`config.mk`:
```
export PLATFORM = sky130hd
export DESIGN_NAME = tmcw_ctrl
export DESIGN_NICKNAME = d
export VERILOG_FILES = /design/src/rtl/core/tmcw_pkg.sv /design/src/rtl/core/tmcw_ctrl.sv
export SDC_FILE = /design/constraint.sdc
export NUM_CORES = 1
export LEC_CHECK = 0
export ABC_AREA = 1
export BUFFER_PORTS_ARGS = -buffer_cell sky130_fd_sc_hd__buf_4
export CELL_PAD_IN_SITES_DETAIL_PLACEMENT = 1
export CELL_PAD_IN_SITES_GLOBAL_PLACEMENT = 2
export CORE_MARGIN = 4
export CORE_UTILIZATION = 29
export CTS_BUF_LIST = sky130_fd_sc_hd__clkbuf_8
export DETAILED_ROUTE_END_ITERATION = 6
export GPL_ROUTABILITY_DRIVEN = 0
export HOLD_SLACK_MARGIN = 0.08
export PLACE_DENSITY = 0.86
export SLEW_MARGIN = 40
export SYNTH_ARGS = -nofsm -noshare
export SYNTH_HDL_FRONTEND = slang
export SYNTH_SLANG_ARGS = --single-unit
```
`constraint.sdc`:
```
create_clock -name clk_i -period 1.6 [get_ports clk_i]
set_input_delay 0.16 -clock clk_i [delete_from_list [all_inputs] [get_ports clk_i]]
set_output_delay 0.16 -clock clk_i [all_outputs]
set_load 0.05 [all_outputs]
```
`src/rtl/core/tmcw_pkg.sv`:
```
// shared types and constants for the text-mode console writer
// used by tmcw_ctrl, tmcw_dp and text_mode_console_writer_core; no dependencies
package tmcw_pkg;

  // field widths of the stream items
  localparam int CMD_W    = 2;
  localparam int CHAR_W   = 8;
  localparam int ADDR_W   = 11;
  localparam int POS_W    = 11;
  localparam int COL_W    = 7;
  localparam int ROW_W    = 5;
  localparam int CELL_W   = 16;
  localparam int ATTR_W   = 8;
  localparam int IN_TDATA_W  = 24;
  localparam int OUT_TDATA_W = 40;

  // cell contents
  localparam logic [CHAR_W-1:0] SPACE_CODE = 8'h20;
  localparam logic [CELL_W-1:0] INIT_CELL  = 16'h0720;
  localparam logic [ATTR_W-1:0] ATTR_RESET = 8'h07;

  // register map
  localparam int APB_ADDR_W = 3;
  localparam logic REG_COLOR = 1'b0;

  typedef enum logic [CMD_W-1:0] {
    CMD_PUT     = 2'd0,
    CMD_NEWLINE = 2'd1,
    CMD_CLEAR   = 2'd2,
    CMD_READ    = 2'd3
  } tmcw_cmd_e;

  // controller to datapath
  typedef struct packed {
    logic load_in;    // capture the accepted command
    logic exec;       // perform put / new line / read, update cursor
    logic fill_wr;    // write a fill cell at the sweep address
    logic fill_init;  // fill with the reset cell rather than a blank
    logic copy_rd;    // read the scroll source at the sweep address
    logic load_out;   // load the result register
  } tmcw_ctl_t;

  // datapath to controller
  typedef struct packed {
    tmcw_cmd_e cmd;   // command being worked on
    logic      scroll; // the command ends in a scroll
    logic      out_free; // result register can take a new result
  } tmcw_sts_t;

endpackage

```
`src/rtl/core/tmcw_ctrl.sv`:
```
// command sequencer of the text-mode console writer: reset fill, command
// dispatch, scroll and clear sweeps; depends on tmcw_pkg
module tmcw_ctrl #(
  parameter int COLUMNS = 80,
  parameter int ROWS    = 25,
  localparam int CELL_COUNT = COLUMNS * ROWS,
  localparam int AW = $clog2(CELL_COUNT)
) (
  input  logic                clk_i,
  input  logic                rst_ni,
  input  logic                in_valid_i,
  output logic                in_ready_o,
  input  tmcw_pkg::tmcw_sts_t sts_i,
  output tmcw_pkg::tmcw_ctl_t ctl_o,
  output logic [AW-1:0]       cnt_o
);
  import tmcw_pkg::*;

  typedef enum logic [2:0] {
    ST_INIT,
    ST_IDLE,
    ST_EXEC,
    ST_COPY,
    ST_DRAIN,
    ST_FILL,
    ST_DONE
  } state_e;

  localparam logic [AW-1:0] LAST_CELL  = AW'(CELL_COUNT - 1);
  localparam logic [AW-1:0] FIRST_SRC  = AW'(COLUMNS);
  localparam logic [AW-1:0] LAST_ROW_0 = AW'(CELL_COUNT - COLUMNS);

  state_e        state_q, state_d;
  logic [AW-1:0] cnt_q, cnt_d;
  logic          rdy_q;
  logic          accept;

  assign accept     = in_valid_i && rdy_q;
  assign in_ready_o = rdy_q;
  assign cnt_o      = cnt_q;

  always_comb begin
    state_d = state_q;
    cnt_d   = cnt_q;
    ctl_o   = '0;
    unique case (state_q)
      ST_INIT: begin
        ctl_o.fill_wr   = 1'b1;
        ctl_o.fill_init = 1'b1;
        if (cnt_q == LAST_CELL) begin
          state_d = ST_IDLE;
        end else begin
          cnt_d = cnt_q + 1'b1;
        end
      end
      ST_IDLE: begin
        if (accept) begin
          ctl_o.load_in = 1'b1;
          state_d       = ST_EXEC;
        end
      end
      ST_EXEC: begin
        ctl_o.exec = 1'b1;
        unique case (sts_i.cmd) inside
          CMD_PUT, CMD_NEWLINE: begin
            if (sts_i.scroll) begin
              cnt_d   = FIRST_SRC;
              state_d = ST_COPY;
            end else begin
              state_d = ST_DONE;
            end
          end
          CMD_CLEAR: begin
            cnt_d   = '0;
            state_d = ST_FILL;
          end
          default: begin
            state_d = ST_DONE;
          end
        endcase
      end
      ST_COPY: begin
        ctl_o.copy_rd = 1'b1;
        if (cnt_q == LAST_CELL) begin
          state_d = ST_DRAIN;
        end else begin
          cnt_d = cnt_q + 1'b1;
        end
      end
      ST_DRAIN: begin
        // last copy write lands in this cycle
        cnt_d   = LAST_ROW_0;
        state_d = ST_FILL;
      end
      ST_FILL: begin
        ctl_o.fill_wr = 1'b1;
        if (cnt_q == LAST_CELL) begin
          state_d = ST_DONE;
        end else begin
          cnt_d = cnt_q + 1'b1;
        end
      end
      ST_DONE: begin
        if (sts_i.out_free) begin
          ctl_o.load_out = 1'b1;
          state_d        = ST_IDLE;
        end
      end
      default: begin
        state_d = ST_IDLE;
      end
    endcase
  end

  always_ff @(posedge clk_i or negedge rst_ni) begin
    if (!rst_ni) begin
      state_q <= ST_INIT;
      cnt_q   <= '0;
      rdy_q   <= 1'b0;
    end else begin
      state_q <= state_d;
      cnt_q   <= cnt_d;
      rdy_q   <= (state_d == ST_IDLE);
    end
  end

  a_accept_exec: assert property (@(posedge clk_i) disable iff (!rst_ni)
    accept |=> state_q == ST_EXEC)
    else $error("accepted command not dispatched");

  a_load_free: assert property (@(posedge clk_i) disable iff (!rst_ni)
    ctl_o.load_out |-> sts_i.out_free)
    else $error("result loaded over a pending result");

  a_cnt_range: assert property (@(posedge clk_i) disable iff (!rst_ni)
    cnt_q <= LAST_CELL)
    else $error("sweep counter beyond screen");

endmodule

```
==> out/qor.yml, run 1 <==
status: "finished, final reports clean"
cts.sinks: 15
timing.final.ws_setup_ns: 0.117
post-route-cell-area_um2: 1570
report.final.slew_viol_count: 0
slew-limit-headroom: 0.791
syn-instance-count: 188
detailedRoute.firstPassIterationCount: 4
maxCapViolCount: 0
netlist-cell-type-count: 21
post-route-util: 0.417
regToRegSetupSlack_ns: 0.12
cts_tree: "done"
flow.area_growth_from_synthesis_pct: 34.2
die_outline_area_um2: 5120
syn-num-nets: 196
drt_wl_total_mm: 3.66
synthesis_stage_register_bit_count: 15
timing.final.hold_violations: 0
gr-usage-all-layers: 0.157
cts-buffers-inserted: 3
reg2reg_from: "state_q[1]"
worst_pin_slew_ns: 0.314
cts_max_path_buffers: 2
die-width_um: 71.6
avgSynthCellArea_um2: 6.23
path_clk_slew_ns: 0.07
p_total_mw: 0.712
synth_warnings: 0
startpoint: "state_q[1]"
clock_skew_ns: 0.00377
grt_first_pass_wirelength_mm: 6.51
cts_root_buffer: "sky130_fd_sc_hd__clkbuf_8"
layout.filler_cells: 499
fraction_of_synthesized_cell_area_taken_by_the_top_area_cell_type: 0.321
number_of_antenna_violating_nets_in_the_routed_design: 0
ys_seq_area_frac: 0.321
antennaDiodeCount: 0
maximum_number_of_pins_on_one_net_before_global_route_repair: 16
ioPinCount: 25
via_count: 1299
nets: 231
grt_antenna_before_repair: 0
insertion_delay_ns: 0.25
start_util: 0.311
critical_path_end_type: "register"
grt_pass1_vias: 1360
numPortBuffers: 24
arrival_ns: 1.66
finalSetupViolCount: 0
die_y_um: 71.6
fp-row-count: 22
place_hpwl_mm: 2.90
startpoint_type: "register"
post_drt_wl_per_cell_um: 13.5
layout_min_cycle_time_ns: 1.48
dp_worst_setup_slack_ns: 0.0343
globalRouteOverflowTotal: 0
finalCritPeriodShare: 0.927
reg2reg_depth: 9
final_common_cell: "sky130_fd_sc_hd__nand2_1"
synthTopCellsByArea: "sky130_fd_sc_hd__dfrtp_1, sky130_fd_sc_hd__nand2_1, sky130_fd_sc_hd__nand3_1, sky130_fd_sc_hd__inv_1, sky130_fd_sc_hd__nor2_1"
fmax_ghz: 0.674
total_drc_errors_in_the_routed_layout: 0
worstHoldPathType: "in2async"
multiInputGateArea_um2: 716
drt_first_iter_violations: 47
sequential_cell_area_um2: 384
power.ir.vdd_worst_mv: 0.303
syn_area_um2: 1170
route.detailed.vias_per_inst: 4.81
timing_worst_setup_path_type: "reg2reg"
core-area_um2: 3770
required_ns: 1.78
path_max_fanout: 11
post_dp_cell_area_um2: 1480
most_frequent_cells_in_the_layout: "sky130_fd_sc_hd__nand2_1, sky130_fd_sc_hd__buf_4, sky130_fd_sc_hd__inv_1, sky130_fd_sc_hd__nand3_1, sky130_fd_sc_hd__nor2_1"
post_cts.repair.setup_buffers: 0
static-leakage-power_nw: 0.878
power_density_nw_per_um2: 453
cts_htree_levels: 1
drive_gt1_frac: 0.333
synth.largest_area_cell: "sky130_fd_sc_hd__dfrtp_1"
==> state kept, by name (all words and copies together), names as in the netlist <==
name	count
cnt_o	11
state_q	3
in_ready_o	1
==> area by class of cell <==
type	count	area share
Tap cell	48	0.0382
Multi-Input combinational cell	141	0.455
Clock buffer	3	0.0263
Sequential cell	15	0.244
Inverter	28	0.0669
Clock inverter	1	0.00239
Timing Repair Buffer	34	0.166
==> report_power, final <==
part	switching (mW)	internal, mW
Clock	0.137	0.170
Sequential	0	0.379
Combinational	0.0137	0.0125
==> logic make-up after synthesis <==
| kind of cell | after synthesis | share of synthesized area |
|---|---|---|
| and+or+nand+nor | 134 | 0.519 |
| AOI/OAI and AO/OA | 5 | 0.0288 |
| DFF | 15 | 0.321 |
| adders and majority gates | 1 | 0.0107 |
| buffers and inverters | 32 | 0.113 |
| xor gates and xnor gates | 1 | 0.00748 |
==> final timing paths <==
path | to
worst max-delay path | cnt_o[7]
worst min-delay path | cnt_o[2]
worst max register to register | cnt_o[7]
worst min register to register | cnt_o[0]
max in group asynchronous | state_q[2]
min in group clk_i | state_q[0]
==> what timing repair did <==
| action | in CTS | in global routing |
|---|---|---|
| hold buffers | 1 | 0 |
| gates resized for setup | 0 | 14 |
| setup endpoints to repair | 0 | 15 |
| hold endpoints to repair | 15 | 0 |
==> cells in the mapped netlist, drive strengths merged <==
library cell   n
a21oi          1
buf            3
clkbuf         1
dfrtp         15
ha             1
inv           28
nand2         77
nand3         24
nand4          7
nor2          23
o211ai         1
o21ai          2
o21bai         1
or2            3
xor2           1
==> metrics by stage <==
step / hold WS, ns / setup TNS (ns) / instances
2_1_floorplan: -0.136 / 0 / 188
3_3_place_gp: 0.0266 / 0 / 265
3_5_place_dp: 0.0320 / 0 / 265
4_1_cts: 0.306 / 0 / 270
5_1_grt: 0.336 / -0.0204 / 270
6_report: 0.307 / 0 / 270
==> worst max-delay path, stage by stage, from the launching register on <==
cell and delay, ns:
sky130_fd_sc_hd__dfrtp_2 0.47, sky130_fd_sc_hd__nand2_2 0.10, sky130_fd_sc_hd__nor2_4 0.17, sky130_fd_sc_hd__inv_2 0.07, sky130_fd_sc_hd__nand3_2 0.09, sky130_fd_sc_hd__buf_6 0.16
sky130_fd_sc_hd__nand2_1 0.05, sky130_fd_sc_hd__o21ai_0 0.15, sky130_fd_sc_hd__nand2_1 0.08, sky130_fd_sc_hd__nand2_1 0.07
==> layer usage <==
layer / vias up / part of all wire / GRT usage
li1: 649 / - / -
met1: 629 / 0.45 / 0.209
met2: 19 / 0.50 / 0.264
met3: 2 / 0.038 / 0.0281
met4: 0 / 0.0046 / 0.0334
met5: - / 0 / 0
No activity file was read; power rests on OpenSTA's default activity.
==> inputs of run 2 (changes only) <==
PLACE_DENSITY = 0.79   (was 0.86)
==> run 2 against run 1 <==
  * Register-to-register slack improved by 0.02 ns
  * Sequential share of layout area increased by 0.20 points
  * Power about the same
  * Worst hold slack got worse by 0.0038 ns
  * First-iteration DRC count decreased by 23%
  * Cell count increased by 0.74%
  * Die area unchanged
  * Critical path depth decreased by 1
==> out/qor.yml, run 2 (synthesis gave the netlist of run 1 again) <==
fp-row-count: 22
static-leakage-power_nw: 0.886
clock_skew_ns: 0.00685
grt_antenna_before_repair: 0
place_hpwl_mm: 3.02
worstHoldPathType: "in2async"
number_of_antenna_violating_nets_in_the_routed_design: 0
finalCritPeriodShare: 0.912
gr-usage-all-layers: 0.157
drive_gt1_frac: 0.326
grt_pass1_vias: 1371
report.final.slew_viol_count: 0
post_drt_wl_per_cell_um: 13.4
cts_tree: "done"
nets: 233
final_common_cell: "sky130_fd_sc_hd__nand2_1"
grt_first_pass_wirelength_mm: 6.49
required_ns: 1.73
cts_htree_levels: 1
total_drc_errors_in_the_routed_layout: 0
numPortBuffers: 24
path_max_fanout: 5
cts.sinks: 15
power.ir.vdd_worst_mv: 0.212
ioPinCount: 25
fmax_ghz: 0.685
worst_pin_slew_ns: 0.429
antennaDiodeCount: 0
setup_tns_ns: 0
route.detailed.vias_per_inst: 4.76
maximum_number_of_pins_on_one_net_before_global_route_repair: 16
status: "finished, final reports clean"
dp_worst_setup_slack_ns: 0.0637
globalRouteOverflowTotal: 0
rsz0062_at_grt: "no"
most_frequent_cells_in_the_layout: "sky130_fd_sc_hd__nand2_1, sky130_fd_sc_hd__buf_4, sky130_fd_sc_hd__inv_1, sky130_fd_sc_hd__nand3_1, sky130_fd_sc_hd__nor2_1"
post_cts.repair.setup_buffers: 0
via_count: 1295
cts-buffers-inserted: 3
start_util: 0.311
arrival_ns: 1.59
core-area_um2: 3770
drt_first_iter_violations: 36
insertion_delay_ns: 0.25
slew-limit-headroom: 0.713
largest_register_ffs: 11
cts_root_buffer: "sky130_fd_sc_hd__clkbuf_8"
timing_worst_setup_path_type: "reg2reg"
startpoint_type: "register"
layout_min_cycle_time_ns: 1.46
die_outline_area_um2: 5120
drt_wl_total_mm: 3.65
die-width_um: 71.6
power_density_nw_per_um2: 455
timing.final.ws_setup_ns: 0.141
detailedRoute.firstPassIterationCount: 3
critical_path_end_type: "register"
finalSetupViolCount: 0
timing.final.hold_violations: 0
cts_max_path_buffers: 2
flow.area_growth_from_synthesis_pct: 33.5
path_clk_slew_ns: 0.07
maxCapViolCount: 0
die_y_um: 71.6
run 2: through the flow:
| step | std cells | total power, mW | hold slack [ns] | instance area, um2 | utilization |
|---|---|---|---|---|---|
| 3_3_place_gp | 267 | 0.411 | 0.0299 | 1490 | 0.395 |
| 2_1_floorplan | 188 | 0.391 | -0.136 | 1190 | - |
| 4_1_cts | 272 | 0.736 | 0.302 | 1550 | 0.410 |
| 5_1_grt | 272 | 0.751 | 0.334 | 1560 | 0.415 |
| 3_5_place_dp | 267 | 0.413 | 0.0387 | 1490 | 0.395 |
| 6_report | 272 | 0.712 | 0.303 | 1560 | 0.415 |
run 2: area by class of cell:
type | instances | area (um2)
Timing Repair Buffer | 36 | 273
Fill cell | 497 | 2210
Sequential cell | 15 | 385
Clock buffer | 3 | 41.3
Inverter | 28 | 105
Tap cell | 48 | 60.1
Clock inverter | 1 | 3.75
Multi-Input combinational cell | 141 | 696
run 2: what timing repair did:
action                                  4_1_cts  5_1_grt
hold buffers                                  1        0
endpoints found under the hold margin        15        0
endpoints found under the setup margin        0       13
gates resized for setup                       0        9
run 2: routing by layer:
layer	GRT usage	up-vias	part of all wire
li1	-	656	-
met1	0.192	618	0.44
met2	0.282	17	0.52
met3	0.0210	4	0.034
met4	0.0522	0	0.0088
met5	0	-	0
run 2: report_power, final:
| group | internal, mW | switching, mW | leakage (nW) |
|---|---|---|---|
| clock network | 0.170 | 0.137 | 0.0269 |
| registers | 0.379 | 0 | 0.171 |
| logic | 0.0125 | 0.0141 | 0.688 |
run 2: worst paths after layout:
| path | startpoint | endpoint | slack (ns) | cells past startpoint |
|---|---|---|---|---|
| min in group clk_i | sts_i[2] | state_q[1] | 0.38 | 5 |
| max in group asynchronous | rst_ni | state_q[1] | 1.09 | 2 |
| max reg2reg | cnt_o[0] | in_ready_o | 0.14 | 8 |
| min | rst_ni | cnt_o[3] | 0.30 | 2 |
| max | cnt_o[0] | in_ready_o | 0.14 | 8 |
| min reg2reg | cnt_o[1] | cnt_o[1] | 0.53 | 2 |
run 2: worst max-delay path, cell delays in order, from the launching register on:
cell                      delay (ns)
sky130_fd_sc_hd__dfrtp_2        0.39
sky130_fd_sc_hd__ha_2           0.20
sky130_fd_sc_hd__nand3_1        0.14
sky130_fd_sc_hd__nor2_4         0.17
sky130_fd_sc_hd__nand3_1        0.13
sky130_fd_sc_hd__nand2_1        0.08
sky130_fd_sc_hd__nand3_1        0.11
sky130_fd_sc_hd__nand2_1        0.08
sky130_fd_sc_hd__nor2_1         0.04
==> inputs of run 3 (changes only) <==
REMOVE_ABC_BUFFERS = 1   (was default)
==> run 3 against run 2 <==
  * Global-route usage about the same
  * Critical path depth shrank 3
  * Non-clock buffer count increased by 8
  * Clock skew fell by 0.0049 ns
  * Worst hold slack better by 0.0047 ns
  * Clock power grew 5%
  * Cell count grew 3.3%
  * Register-to-register slack about the same
  * Sequential share of layout area decreased by 1.6 points
  * Critical path type is now reg2out
  * Die area did not move
  * Cell area increased by 4.5%
  * Sequential cell count did not move
==> out/qor.yml, run 3 (synthesis gave the netlist of run 1 again) <==
path_max_fanout: 6
nets: 242
m2_gr_usage: 0.274
rsz0062_at_grt: "no"
grt_first_pass_wirelength_mm: 6.62
timing_worst_setup_path_type: "reg2out"
globalRouteOverflowTotal: 0
worst_pin_slew_ns: 0.349
grt_pass1_vias: 1391
largest_register_ffs: 11
die-width_um: 71.6
arrival_ns: 1.32
gr-usage-all-layers: 0.158
drt_first_iter_violations: 48
power_density_nw_per_um2: 446
maxCapViolCount: 0
total_drc_errors_in_the_routed_layout: 0
reg2reg_depth: 7
route.detailed.vias_per_inst: 4.70
cts_tree: "done"
cts_max_path_buffers: 2
required_ns: 1.44
finalCritPeriodShare: 0.927
finalSetupViolCount: 0
reg2reg_from: "state_q[2]"
drive_gt1_frac: 0.322
timing.final.ws_setup_ns: 0.116
post-route-cell-area_um2: 1630
regToRegSetupSlack_ns: 0.13
post_cts.repair.setup_buffers: 0
most_frequent_cells_in_the_layout: "sky130_fd_sc_hd__nand2_1, sky130_fd_sc_hd__buf_4, sky130_fd_sc_hd__inv_1, sky130_fd_sc_hd__nand3_1, sky130_fd_sc_hd__dfrtp_1"
antennaDiodeCount: 0
grt.met1_usage: 0.207
worstHoldPathType: "in2async"
final_common_cell: "sky130_fd_sc_hd__nand2_1"
via_count: 1320
fp-row-count: 22
layout.filler_cells: 515
numPortBuffers: 24
post-route-util: 0.433
fmax_ghz: 0.674
path_clk_slew_ns: 0.07
fin_cells: 281
cts-buffers-inserted: 3
drt_wl_total_mm: 3.97
static-leakage-power_nw: 0.938
grt_busiest_layer: "met2"
clock_skew_ns: 0.00197
dp_worst_setup_slack_ns: 0.0446
number_of_antenna_violating_nets_in_the_routed_design: 0
layout_min_cycle_time_ns: 1.48
start_util: 0.311
sequential_cell_area_um2: 377
multiInputGateArea_um2: 709
cts_htree_levels: 1
power.ir.vdd_worst_mv: 0.321
post_dp_cell_area_um2: 1530
grt_antenna_before_repair: 0
status: "finished, final reports clean"
flow.area_growth_from_synthesis_pct: 39.5
startpoint_type: "register"
critical_path.reg2reg.endpoint: "cnt_o[4]"
insertion_delay_ns: 0.25
report.final.slew_viol_count: 0
numPlacedInstances: 275
met3_usage: 0.0323
die_outline_area_um2: 5120
place_hpwl_mm: 3.16
die_y_um: 71.6
cts.sinks: 15
critical_path_end_type: "output port"
core-area_um2: 3770
timing.final.hold_violations: 0
setup_tns_ns: 0
detailedRoute.firstPassIterationCount: 4
ioPinCount: 25
slew-limit-headroom: 0.767
cts_root_buffer: "sky130_fd_sc_hd__clkbuf_8"
maximum_number_of_pins_on_one_net_before_global_route_repair: 16
post_drt_wl_per_cell_um: 14.1
-- run 3: changes by cell type in the layout (fill, tap and decap cells not counted), moves of 2 or more --
cell	before	now
sky130_fd_sc_hd__nor2_4	5	7
sky130_fd_sc_hd__buf_4	35	42
sky130_fd_sc_hd__dfrtp_2	8	1
sky130_fd_sc_hd__dfrtp_1	7	14
-- run 3: worst max path at each step --
stage,to,startpoint,cells past startpoint
floorplan,in_ready_o,state_q[2],6
global placement,cnt_o[1],state_q[1],8
detailed placement,cnt_o[7],state_q[1],8
CTS,ctl_o[3],state_q[1],4
global route,cnt_o[6],state_q[2],7
finish,ctl_o[4],state_q[0],5
-- run 3: power breakdown --
| group | switching [mW] | total [mW] | internal (mW) |
|---|---|---|---|
| combinational | 0.0147 | 0.0272 | 0.0125 |
| clock | 0.150 | 0.323 | 0.173 |
| sequential | 0 | 0.379 | 0.379 |
| total | 0.165 | 0.729 | 0.564 |
-- run 3: routing by layer --
| metal | wire [um] | share of wire |
|---|---|---|
| met5 | 0 | 0 |
| met4 | 44 | 0.011 |
| met3 | 152 | 0.038 |
| met2 | 1910 | 0.48 |
| met1 | 1860 | 0.47 |
-- run 3: worst max-delay path, cell delays in order, from the launching register on --
cell	delay, ns
sky130_fd_sc_hd__dfrtp_1	0.45
sky130_fd_sc_hd__inv_2	0.14
sky130_fd_sc_hd__nand2_1	0.07
sky130_fd_sc_hd__nor2_2	0.10
sky130_fd_sc_hd__buf_4	0.12
sky130_fd_sc_hd__buf_4	0.18
-- run 3: per-stage QoR --
step / total power [mW] / hold slack (ns)
finish: 0.729 / 0.308
global route: 0.753 / 0.336
CTS: 0.739 / 0.309
detailed placement: 0.412 / 0.0328
global placement: 0.411 / 0.0298
floorplan: 0.391 / -0.136
-- run 3: layout make-up --
type                       instances  share of cell area
clock buffer                       3              0.0253
clock inverter                     1             0.00306
inverter                          28              0.0643
multi-input combinational        142               0.434
sequential                        15               0.230
tap                               48              0.0368
timing repair buffer              44               0.206
-- run 3: what timing repair did --
item                                   in CTS  in global routing
hold buffers                                1                  0
endpoints found under the hold margin      15                  0
setup endpoints to repair                   0                 15
gates resized for setup                     0                 13
